<file path="src/rtl/mcu_pkg.sv">
`default_nettype none
package mcu_pkg;

  localparam int IN_TDATA_W  = 48;
  localparam int OUT_TDATA_W = 56;
  localparam int PC_W        = 13;

  localparam int FLAG_C  = 0;
  localparam int FLAG_DC = 1;
  localparam int FLAG_Z  = 2;
  localparam int GIE_BIT = 7;

  localparam logic [13:0]     INS_RETURN = 14'h0008;
  localparam logic [13:0]     INS_RETFIE = 14'h0009;
  localparam logic [PC_W-1:0] IRQ_VECTOR = 13'h0004;

  localparam logic [1:0] STACK_NONE  = 2'd0;
  localparam logic [1:0] STACK_OVER  = 2'd1;
  localparam logic [1:0] STACK_UNDER = 2'd2;

  typedef enum logic [1:0] {
    CLS_BYTE = 2'd0,
    CLS_BIT  = 2'd1,
    CLS_JUMP = 2'd2,
    CLS_LIT  = 2'd3
  } ins_class_e;

  typedef enum logic [3:0] {
    BYTE_MISC   = 4'h0,
    BYTE_CLR    = 4'h1,
    BYTE_SUBWF  = 4'h2,
    BYTE_DECF   = 4'h3,
    BYTE_IORWF  = 4'h4,
    BYTE_ANDWF  = 4'h5,
    BYTE_XORWF  = 4'h6,
    BYTE_ADDWF  = 4'h7,
    BYTE_MOVF   = 4'h8,
    BYTE_COMF   = 4'h9,
    BYTE_INCF   = 4'hA,
    BYTE_DECFSZ = 4'hB,
    BYTE_RRF    = 4'hC,
    BYTE_RLF    = 4'hD,
    BYTE_SWAPF  = 4'hE,
    BYTE_INCFSZ = 4'hF
  } byte_op_e;

  typedef enum logic [1:0] {
    BOP_BCF   = 2'd0,
    BOP_BSF   = 2'd1,
    BOP_BTFSC = 2'd2,
    BOP_BTFSS = 2'd3
  } bit_op_e;

  typedef enum logic [3:0] {
    LIT_MOVLW_0 = 4'h0,
    LIT_MOVLW_1 = 4'h1,
    LIT_MOVLW_2 = 4'h2,
    LIT_MOVLW_3 = 4'h3,
    LIT_RETLW_0 = 4'h4,
    LIT_RETLW_1 = 4'h5,
    LIT_RETLW_2 = 4'h6,
    LIT_RETLW_3 = 4'h7,
    LIT_IORLW   = 4'h8,
    LIT_ANDLW   = 4'h9,
    LIT_XORLW   = 4'hA,
    LIT_RSVD    = 4'hB,
    LIT_SUBLW_0 = 4'hC,
    LIT_SUBLW_1 = 4'hD,
    LIT_ADDLW_0 = 4'hE,
    LIT_ADDLW_1 = 4'hF
  } lit_op_e;

  typedef struct packed {
    logic            pop;
    logic            push;
    logic [PC_W-1:0] push_pc;
    logic            irq_push;
    logic [PC_W-1:0] irq_pc;
  } stack_req_t;

  typedef struct packed {
    logic [PC_W-1:0] pc;
    logic [7:0]      w;
    logic            fw;
    logic [6:0]      fa;
    logic [7:0]      fd;
    logic [7:0]      st;
    logic [7:0]      ic;
  } exec_res_t;

endpackage
`default_nettype wire

</file>
<file path="src/rtl/mcu_exec.sv">
`default_nettype none
module mcu_exec (
  input  logic [13:0]                 ins_i,
  input  logic [7:0]                  file_i,
  input  logic [7:0]                  status_i,
  input  logic [7:0]                  intcon_i,
  input  logic [7:0]                  pclath_i,
  input  logic                        irq_i,
  input  logic [7:0]                  w_i,
  input  logic [mcu_pkg::PC_W-1:0]    pc_i,
  input  logic [mcu_pkg::PC_W-1:0]    pop_pc_i,
  output mcu_pkg::stack_req_t         req_o,
  output mcu_pkg::exec_res_t          res_o
);
  import mcu_pkg::*;

  logic [7:0]      f, w, k, r, bsel, st, ic, w_n, data;
  logic [PC_W-1:0] pc_inc, pc_n;
  logic [8:0]      sum9;
  logic [4:0]      nib5;
  logic            d, wr, keep;

  assign f      = file_i;
  assign w      = w_i;
  assign k      = ins_i[7:0];
  assign d      = ins_i[7];
  assign pc_inc = pc_i + PC_W'(1);
  assign bsel   = 8'b1 << ins_i[9:7];

  always_comb begin
    pc_n = pc_inc;
    w_n  = w;
    wr   = 1'b0;
    data = 8'h00;
    st   = status_i;
    ic   = intcon_i;
    r    = 8'h00;
    keep = 1'b1;
    sum9 = 9'h000;
    nib5 = 5'h00;
    req_o = '0;
    req_o.push_pc = pc_inc;
    unique case (ins_class_e'(ins_i[13:12]))
      CLS_BYTE: begin
        unique case (byte_op_e'(ins_i[11:8]))
          BYTE_MISC: begin
            keep = 1'b0;
            if (ins_i == INS_RETURN) begin
              req_o.pop = 1'b1;
              pc_n = pop_pc_i;
            end else if (ins_i == INS_RETFIE) begin
              ic[GIE_BIT] = 1'b1;
              req_o.pop = 1'b1;
              pc_n = pop_pc_i;
            end else if (d) begin
              wr   = 1'b1;
              data = w;
            end
          end
          BYTE_CLR: begin
            keep = 1'b0;
            st[FLAG_Z] = 1'b1;
            if (d) begin
              wr   = 1'b1;
              data = 8'h00;
            end else begin
              w_n = 8'h00;
            end
          end
          BYTE_SUBWF: begin
            r = f - w;
            st[FLAG_C]  = f >= w;
            st[FLAG_DC] = f[3:0] >= w[3:0];
            st[FLAG_Z]  = r == 8'h00;
          end
          BYTE_DECF: begin
            r = f - 8'd1;
            st[FLAG_Z] = r == 8'h00;
          end
          BYTE_IORWF: begin
            r = f | w;
            st[FLAG_Z] = r == 8'h00;
          end
          BYTE_ANDWF: begin
            r = f & w;
            st[FLAG_Z] = r == 8'h00;
          end
          BYTE_XORWF: begin
            r = f ^ w;
            st[FLAG_Z] = r == 8'h00;
          end
          BYTE_ADDWF: begin
            sum9 = {1'b0, f} + {1'b0, w};
            nib5 = {1'b0, f[3:0]} + {1'b0, w[3:0]};
            r = sum9[7:0];
            st[FLAG_C]  = sum9[8];
            st[FLAG_DC] = nib5[4];
            st[FLAG_Z]  = r == 8'h00;
          end
          BYTE_MOVF: begin
            r = f;
            st[FLAG_Z] = r == 8'h00;
            keep = !d;
          end
          BYTE_COMF: begin
            r = ~f;
            st[FLAG_Z] = r == 8'h00;
          end
          BYTE_INCF: begin
            r = f + 8'd1;
            st[FLAG_Z] = r == 8'h00;
          end
          BYTE_DECFSZ: begin
            r = f - 8'd1;
            if (r == 8'h00) pc_n = pc_inc + PC_W'(1);
          end
          BYTE_RRF: begin
            r = {status_i[FLAG_C], f[7:1]};
            st[FLAG_C] = f[0];
          end
          BYTE_RLF: begin
            r = {f[6:0], status_i[FLAG_C]};
            st[FLAG_C] = f[7];
          end
          BYTE_SWAPF: begin
            r = {f[3:0], f[7:4]};
          end
          BYTE_INCFSZ: begin
            r = f + 8'd1;
            if (r == 8'h00) pc_n = pc_inc + PC_W'(1);
          end
        endcase
        if (keep) begin
          if (d) begin
            wr   = 1'b1;
            data = r;
          end else begin
            w_n = r;
          end
        end
      end
      CLS_BIT: begin
        unique case (bit_op_e'(ins_i[11:10]))
          BOP_BCF: begin
            wr   = 1'b1;
            data = f & ~bsel;
          end
          BOP_BSF: begin
            wr   = 1'b1;
            data = f | bsel;
          end
          BOP_BTFSC: if ((f & bsel) == 8'h00) pc_n = pc_inc + PC_W'(1);
          BOP_BTFSS: if ((f & bsel) != 8'h00) pc_n = pc_inc + PC_W'(1);
        endcase
      end
      CLS_JUMP: begin
        req_o.push = !ins_i[11];
        pc_n = {pclath_i[4:3], ins_i[10:0]};
      end
      CLS_LIT: begin
        unique case (lit_op_e'(ins_i[11:8]))
          LIT_MOVLW_0, LIT_MOVLW_1, LIT_MOVLW_2, LIT_MOVLW_3: w_n = k;
          LIT_RETLW_0, LIT_RETLW_1, LIT_RETLW_2, LIT_RETLW_3: begin
            w_n = k;
            req_o.pop = 1'b1;
            pc_n = pop_pc_i;
          end
          LIT_IORLW: begin
            w_n = w | k;
            st[FLAG_Z] = w_n == 8'h00;
          end
          LIT_ANDLW: begin
            w_n = w & k;
            st[FLAG_Z] = w_n == 8'h00;
          end
          LIT_XORLW: begin
            w_n = w ^ k;
            st[FLAG_Z] = w_n == 8'h00;
          end
          LIT_RSVD: w_n = w;
          LIT_SUBLW_0, LIT_SUBLW_1: begin
            w_n = k - w;
            st[FLAG_C]  = k >= w;
            st[FLAG_DC] = k[3:0] >= w[3:0];
            st[FLAG_Z]  = w_n == 8'h00;
          end
          LIT_ADDLW_0, LIT_ADDLW_1: begin
            sum9 = {1'b0, k} + {1'b0, w};
            nib5 = {1'b0, k[3:0]} + {1'b0, w[3:0]};
            w_n = sum9[7:0];
            st[FLAG_C]  = sum9[8];
            st[FLAG_DC] = nib5[4];
            st[FLAG_Z]  = w_n == 8'h00;
          end
        endcase
      end
    endcase
    req_o.irq_pc = pc_n;
    if (irq_i) begin
      ic[GIE_BIT]    = 1'b0;
      req_o.irq_push = 1'b1;
      pc_n           = IRQ_VECTOR;
    end
    res_o.pc = pc_n;
    res_o.w  = w_n;
    res_o.fw = wr;
    res_o.fa = wr ? ins_i[6:0] : 7'h00;
    res_o.fd = wr ? data : 8'h00;
    res_o.st = st;
    res_o.ic = ic;
  end

endmodule
`default_nettype wire

</file>
<file path="src/rtl/mcu_stack.sv">
`default_nettype none
module mcu_stack #(
  parameter int STACK_DEPTH = 8
) (
  input  logic                     clk_i,
  input  logic                     rst_ni,
  input  logic                     fire_i,
  input  mcu_pkg::stack_req_t      req_i,
  output logic [mcu_pkg::PC_W-1:0] pop_pc_o,
  output logic [1:0]               event_o
);
  import mcu_pkg::*;

  localparam int LVL_W = $clog2(STACK_DEPTH + 1);
  localparam int IDX_W = $clog2(STACK_DEPTH);
  localparam logic [LVL_W-1:0] FULL = LVL_W'(STACK_DEPTH);

  logic [PC_W-1:0]  stack_q [STACK_DEPTH];
  logic [LVL_W-1:0] level_q, level_d;
  logic [LVL_W-1:0] rd_lvl, lvl1, base1, base2;
  logic [1:0]       ev1, ev2;

  always_comb begin
    rd_lvl = (level_q == '0) ? FULL : level_q;
    lvl1   = level_q;
    base1  = (level_q == FULL) ? '0 : level_q;
    ev1    = STACK_NONE;
    if (req_i.pop) begin
      lvl1 = rd_lvl - LVL_W'(1);
      if (level_q == '0) ev1 = STACK_UNDER;
    end else if (req_i.push) begin
      lvl1 = base1 + LVL_W'(1);
      if (level_q == FULL) ev1 = STACK_OVER;
    end
    base2   = (lvl1 == FULL) ? '0 : lvl1;
    ev2     = STACK_NONE;
    level_d = lvl1;
    if (req_i.irq_push) begin
      level_d = base2 + LVL_W'(1);
      if (lvl1 == FULL) ev2 = STACK_OVER;
    end
    event_o = (ev1 != STACK_NONE) ? ev1 : ev2;
  end

  assign pop_pc_o = stack_q[IDX_W'(rd_lvl - LVL_W'(1))];

  always_ff @(posedge clk_i or negedge rst_ni) begin
    if (!rst_ni) begin
      level_q <= '0;
    end else if (fire_i) begin
      level_q <= level_d;
    end
  end

  always_ff @(posedge clk_i) begin
    if (fire_i && req_i.push && !req_i.pop) begin
      stack_q[IDX_W'(base1)] <= req_i.push_pc;
    end
    if (fire_i && req_i.irq_push) begin
      stack_q[IDX_W'(base2)] <= req_i.irq_pc;
    end
  end

endmodule
`default_nettype wire

</file>
<file path="src/rtl/midrange_8bit_mcu_core_step.sv">
// Channel | Dir | Bits | Word contents
// s_axis  | in  | 48   | instruction, file value, STATUS, INTCON, PCLATH, interrupt
// m_axis  | out | 56   | next PC, W, file write, address, data, STATUS, INTCON, event
//
// Path: input register, one execute pass, result register.
// One word per cycle unless the result stalls; W, PC and return stack update on execute.
// Reset clears PC and stack level; W and stack entries hold until written.
// A stalled result holds the execute stage; one more word waits in the input register.
`default_nettype none
module midrange_8bit_mcu_core_step #(
  parameter int STACK_DEPTH = 8
) (
  input  logic                             clk_i,
  input  logic                             rst_ni,
  input  logic                             s_axis_tvalid,
  output logic                             s_axis_tready,
  // instruction_word, file_value, status_value, intcon_value, pclath_value,
  // interrupt_pending, pad
  input  logic [mcu_pkg::IN_TDATA_W-1:0]   s_axis_tdata,
  output logic                             m_axis_tvalid,
  input  logic                             m_axis_tready,
  // next_pc, w_out, file_write, file_address, file_data, status_out,
  // intcon_out, stack_event, pad
  output logic [mcu_pkg::OUT_TDATA_W-1:0]  m_axis_tdata
);
  import mcu_pkg::*;

  logic                  in_valid_q, out_valid_q, exec_fire;
  logic [IN_TDATA_W-1:0] in_data_q;
  logic [OUT_TDATA_W-1:0] out_data_q, out_data_d;
  logic [7:0]            w_q;
  logic [PC_W-1:0]       pc_q;
  logic [PC_W-1:0]       pop_pc;
  logic [1:0]            stack_ev;
  stack_req_t            req;
  exec_res_t             res;

  assign exec_fire     = in_valid_q && (!out_valid_q || m_axis_tready);
  assign s_axis_tready = !in_valid_q || exec_fire;
  assign m_axis_tvalid = out_valid_q;
  assign m_axis_tdata  = out_data_q;

  mcu_exec u_exec (
    .ins_i    (in_data_q[13:0]),
    .file_i   (in_data_q[21:14]),
    .status_i (in_data_q[29:22]),
    .intcon_i (in_data_q[37:30]),
    .pclath_i (in_data_q[45:38]),
    .irq_i    (in_data_q[46]),
    .w_i      (w_q),
    .pc_i     (pc_q),
    .pop_pc_i (pop_pc),
    .req_o    (req),
    .res_o    (res)
  );

  mcu_stack #(
    .STACK_DEPTH (STACK_DEPTH)
  ) u_stack (
    .clk_i    (clk_i),
    .rst_ni   (rst_ni),
    .fire_i   (exec_fire),
    .req_i    (req),
    .pop_pc_o (pop_pc),
    .event_o  (stack_ev)
  );

  assign out_data_d = {1'b0, stack_ev, res.ic, res.st, res.fd, res.fa, res.fw, res.w, res.pc};

  always_ff @(posedge clk_i or negedge rst_ni) begin
    if (!rst_ni) begin
      in_valid_q  <= 1'b0;
      out_valid_q <= 1'b0;
      pc_q        <= '0;
    end else begin
      if (s_axis_tready) in_valid_q <= s_axis_tvalid;
      if (exec_fire) begin
        out_valid_q <= 1'b1;
        pc_q        <= res.pc;
      end else if (m_axis_tready) begin
        out_valid_q <= 1'b0;
      end
    end
  end

  always_ff @(posedge clk_i) begin
    if (s_axis_tvalid && s_axis_tready) in_data_q <= s_axis_tdata;
    if (exec_fire) begin
      out_data_q <= out_data_d;
      w_q        <= res.w;
    end
  end

endmodule
`default_nettype wire

</file>
<file path="config.mk">
export PLATFORM = sky130hd
export DESIGN_NAME = midrange_8bit_mcu_core_step
export DESIGN_NICKNAME = d
export VERILOG_FILES = /design/src/rtl/mcu_pkg.sv /design/src/rtl/mcu_exec.sv /design/src/rtl/mcu_stack.sv /design/src/rtl/midrange_8bit_mcu_core_step.sv
export SDC_FILE = /design/constraint.sdc
export NUM_CORES = 1
export LEC_CHECK = 0
export BUFFER_PORTS_ARGS = -buffer_cell sky130_fd_sc_hd__buf_4
export CAP_MARGIN = 40
export CORE_MARGIN = 2
export CORE_UTILIZATION = 55
export CTS_BUF_LIST = sky130_fd_sc_hd__clkbuf_4
export CTS_CLUSTER_SIZE = 10
export DETAILED_ROUTE_END_ITERATION = 8
export GPL_TIMING_DRIVEN = 1
export PLACE_DENSITY = 0.74
export SYNTH_ARGS = -nofsm -noshare
export SYNTH_HDL_FRONTEND = slang
export SYNTH_SLANG_ARGS = --single-unit
</file>
<file path="constraint.sdc">
create_clock -name clk_i -period 5.3 [get_ports clk_i]
set_input_delay 0.53 -clock clk_i [delete_from_list [all_inputs] [get_ports clk_i]]
set_output_delay 0.53 -clock clk_i [all_outputs]
set_load 0.1 [all_outputs]
</file>
==> metrics <==
status=finished clean; DRC errors left=0; Register Area=around 0.0065 mm^2; Synth Area in XOR/XNOR=approximately 2.9%; Die ar.=roughly 0.030 mm^2; DRT Wirelength=52900 um; Worst-Skew Late Latency=roughly 0.75 ns; CP Class=reg2reg; critical path data arrival time=4.89 ns; synth warn=0; layout cells sized above 1=18.2%; CP max stage cell=nor2_4; final setup fails=0; CTS Sinks=about 220; DP HPWL=around 36000 um; Critical path origin=in_data_q[12]; Worst Setup End Kind=flop; Vias/cell=6.66; total chip power=6440 uW; Synth Flop Type=edfxtp_1; Final Hold Viols=0; 1st-pass router iterations=6; Final GP Congestion=roughly 1; Syn Inst Count=~1600; Post-Synth Adder-Cell Area=around 5.8%; first-pass GRT wire length=between 80000 and 90000 um; slowest stage delay, CP=around 0.60 ns; fmax=between 200 and 250 MHz; layout net count=1871; Post-Synth Simple-Gate Area=approximately 16%; CTS Buf Count=58; Power Dens Cells=about 360 mW/mm^2; post-synthesis compound-gate area fraction=20.1%; Async S/R FF share, synth=around 8.7%; CTS tree=done; post-route setup TNS=0 ns; vias in the first global route=between 10000 and 15000; most frequent cells after synthesis=200 x edfxtp_1, 137 x nand2_1, 118 x a21oi_1, 117 x nor2_1, 105 x o21ai_0; via count=~15000; ranking of synthesized cells by area=edfxtp_1 39%, mux2i_1 6.4%, ha_1 5.3%; num rows=between 60 and 70; post-synthesis cell type count=100; Yosys top cell area share=between 30% and 40%; worst r2r src=in_data_q[12]; Root Driver=clkbuf_4; top-count cell post-synth=edfxtp_1; largest net degree at the start of global routing=53; combinational family with the most area after synthesis=compound AO/OA/AOI/OAI gates; Synth area leader=edfxtp_1; mean area per synthesized cell=between 9 and 10 um^2; Area growth syn-to-layout=15.4%; remaining antenna violation count=0; CTS H-tree depth=2; syn_nets=~1700; 1st-iter DRT viols=2113; Final min period=approximately 4.5 ns; initial antenna violation count=2; met2 Use GR=59.1%; period utilisation layout=roughly 86%; mux share of post-synthesis cell area=just under 9%; Synth Register Bits=about 220; clk_skew=0.0847 ns; max_cap viols=0; RSZ-0062 raised after global routing=no; Setup crit start kind=flop; path category of the worst min-delay check=in2reg; clk slew on worst S/H paths=0.07 ns; Die Wd=about 170 um; most frequent CP cell=ha_1; crit path cell chain=inv_1 > ha_1 > nand3_1 > o32a_4 > a21oi_1 > a311oi_4 > ha_1 > nor2b_1 > or2_2 > nor2_4 > a31o_2; CP max FO=14; die height=roughly 170 um; footprint of the multi-input gates=0.00835 mm^2; dpl cells=between 2000 and 2500; Non-Filler Instances=2179; CTS max path bufs=3; met3 usage=between 6 and 7%; Layout fillers=between 2000 and 2500; Max-slew headroom=between 30% and 40%; leak pwr=~0.0067 uW; PortBufs=101; GR Util met1=44.6%; peak supply drop=0.187 mV; gr busiest metal=met2; Ports=110; actual slew at the worst max-slew pin=~0.95 ns; Max Slew Vio Count=0; placeable core area=~0.028 mm^2; Post-synth EDFFs=200; Hold Path Origin=s_axis_tvalid; sequential area share after synthesis=41.6%; initial core utilization=about 56%; total grt overflow=0; Post-Syn Area=approximately 0.016 mm^2; wire per inst=approximately 24 um; Total GRT Usage=35.7%; Worst Path Required=roughly 5.6 ns
cells in the final DEF, fill, tap and decap left out, types with 15 or more instances in the layout:
| cell | instances |
|---|---|
| inv_1 | 49 |
| nand2_1 | 137 |
| edfxtp_1 | 200 |
| mux2_2 | 28 |
| dlygate4sd3_1 | 42 |
| nor3_1 | 32 |
| ha_1 | 66 |
| nand3_1 | 51 |
| a221oi_1 | 18 |
| clkinv_1 | 23 |
| buf_4 | 157 |
| nor2_1 | 116 |
| clkbuf_4 | 89 |
| xor2_1 | 16 |
| nor2b_1 | 15 |
| nand4_1 | 15 |
| xnor2_1 | 34 |
| a31oi_1 | 16 |
| o211ai_1 | 19 |
| mux2i_1 | 100 |
| dfrtp_1 | 19 |
| nor4_1 | 24 |
| a21oi_1 | 118 |
| o22ai_1 | 17 |
| o21ai_0 | 105 |
| and2_1 | 16 |
| a211oi_1 | 17 |
| nand2b_1 | 17 |
where the power goes:
part	leakage (uW)	internal (uW)	total (uW)	switching, uW
sequential	0.00213	2100	2260	157
combinational	0.00414	835	2670	1830
clock	0.000452	766	1510	744
total	0.00672	3700	6440	2740
per-layer routing:
metal	vias up	part of all wire [%]
met3	198	9.6
li1	6398	-
met4	0	5.4
met5	-	0
met2	979	48
met1	6927	37
final cells by class:
cell class | count | share of cell area (%)
Inverter | 57 | 1.20
Timing Repair Buffer | 205 | 9.36
Tap cell | 378 | 2.63
Antenna cell | 2 | 0.0278
Clock buffer | 88 | 3.67
Multi-Input combinational cell | 1208 | 46.5
Clock inverter | 22 | 0.592
Sequential cell | 219 | 36.0
cell families after synthesis:
logic type,Yosys count
compound gates,465
xor+xnor,51
fa+ha+maj,70
buf+inv,186
flops,219
mux,131
other cells,1
simple gates,490
critical path: cells and delay by family, from the launching register on:
family                     cells  cell delay [ns]
AOI/OAI and AO/OA              4             1.50
and+or+nand+nor                4             1.41
adders and majority gates      2             0.66
DFF                            1             0.48
buffers and inverters          1             0.15
registers in the layout (all words and copies together) (netlist names), named ones only:
register         count
in_valid_q           1
in_data_q           41
m_axis_tdata        47
m_axis_tvalid        1
u_stack.stack_q    104
pc_q                13
u_stack.level_q      4
final timing paths:
check                                         end  cells past startpoint  slack [ns]
setup / recovery           u_stack.stack_q[3][11]                     11        0.75
hold / removal                         in_valid_q                      2        0.04
hold reg to reg                  m_axis_tdata[51]                      0        0.42
max in group asynchronous                 pc_q[1]                      2        4.75
setup reg to reg           u_stack.stack_q[3][11]                     11        0.75
min in group asynchronous                 pc_q[9]                      2        0.23
per-stage QoR:
step | hold slack, ns | instance area (um^2) | setup slack, ns | util [%]
global route | 0.0343 | 18000 | 0.528 | 64.5
CTS | 0.0304 | 18000 | 0.815 | 64.5
floorplan | 0.234 | 15600 | 0.975 | -
detailed placement | 0.405 | 16800 | 0.832 | 60.2
finish | 0.0442 | 18000 | 0.752 | 64.5
global placement | 0.401 | 16700 | 0.825 | 59.8
repair_timing:
| item | in CTS | in global routing |
|---|---|---|
| hold endpoints to repair | 60 | 0 |
| gates resized for setup | 0 | 0 |
| hold buffers | 42 | 0 |
| setup buffers | 0 | 0 |
Power figures use the tool's default switching activity.
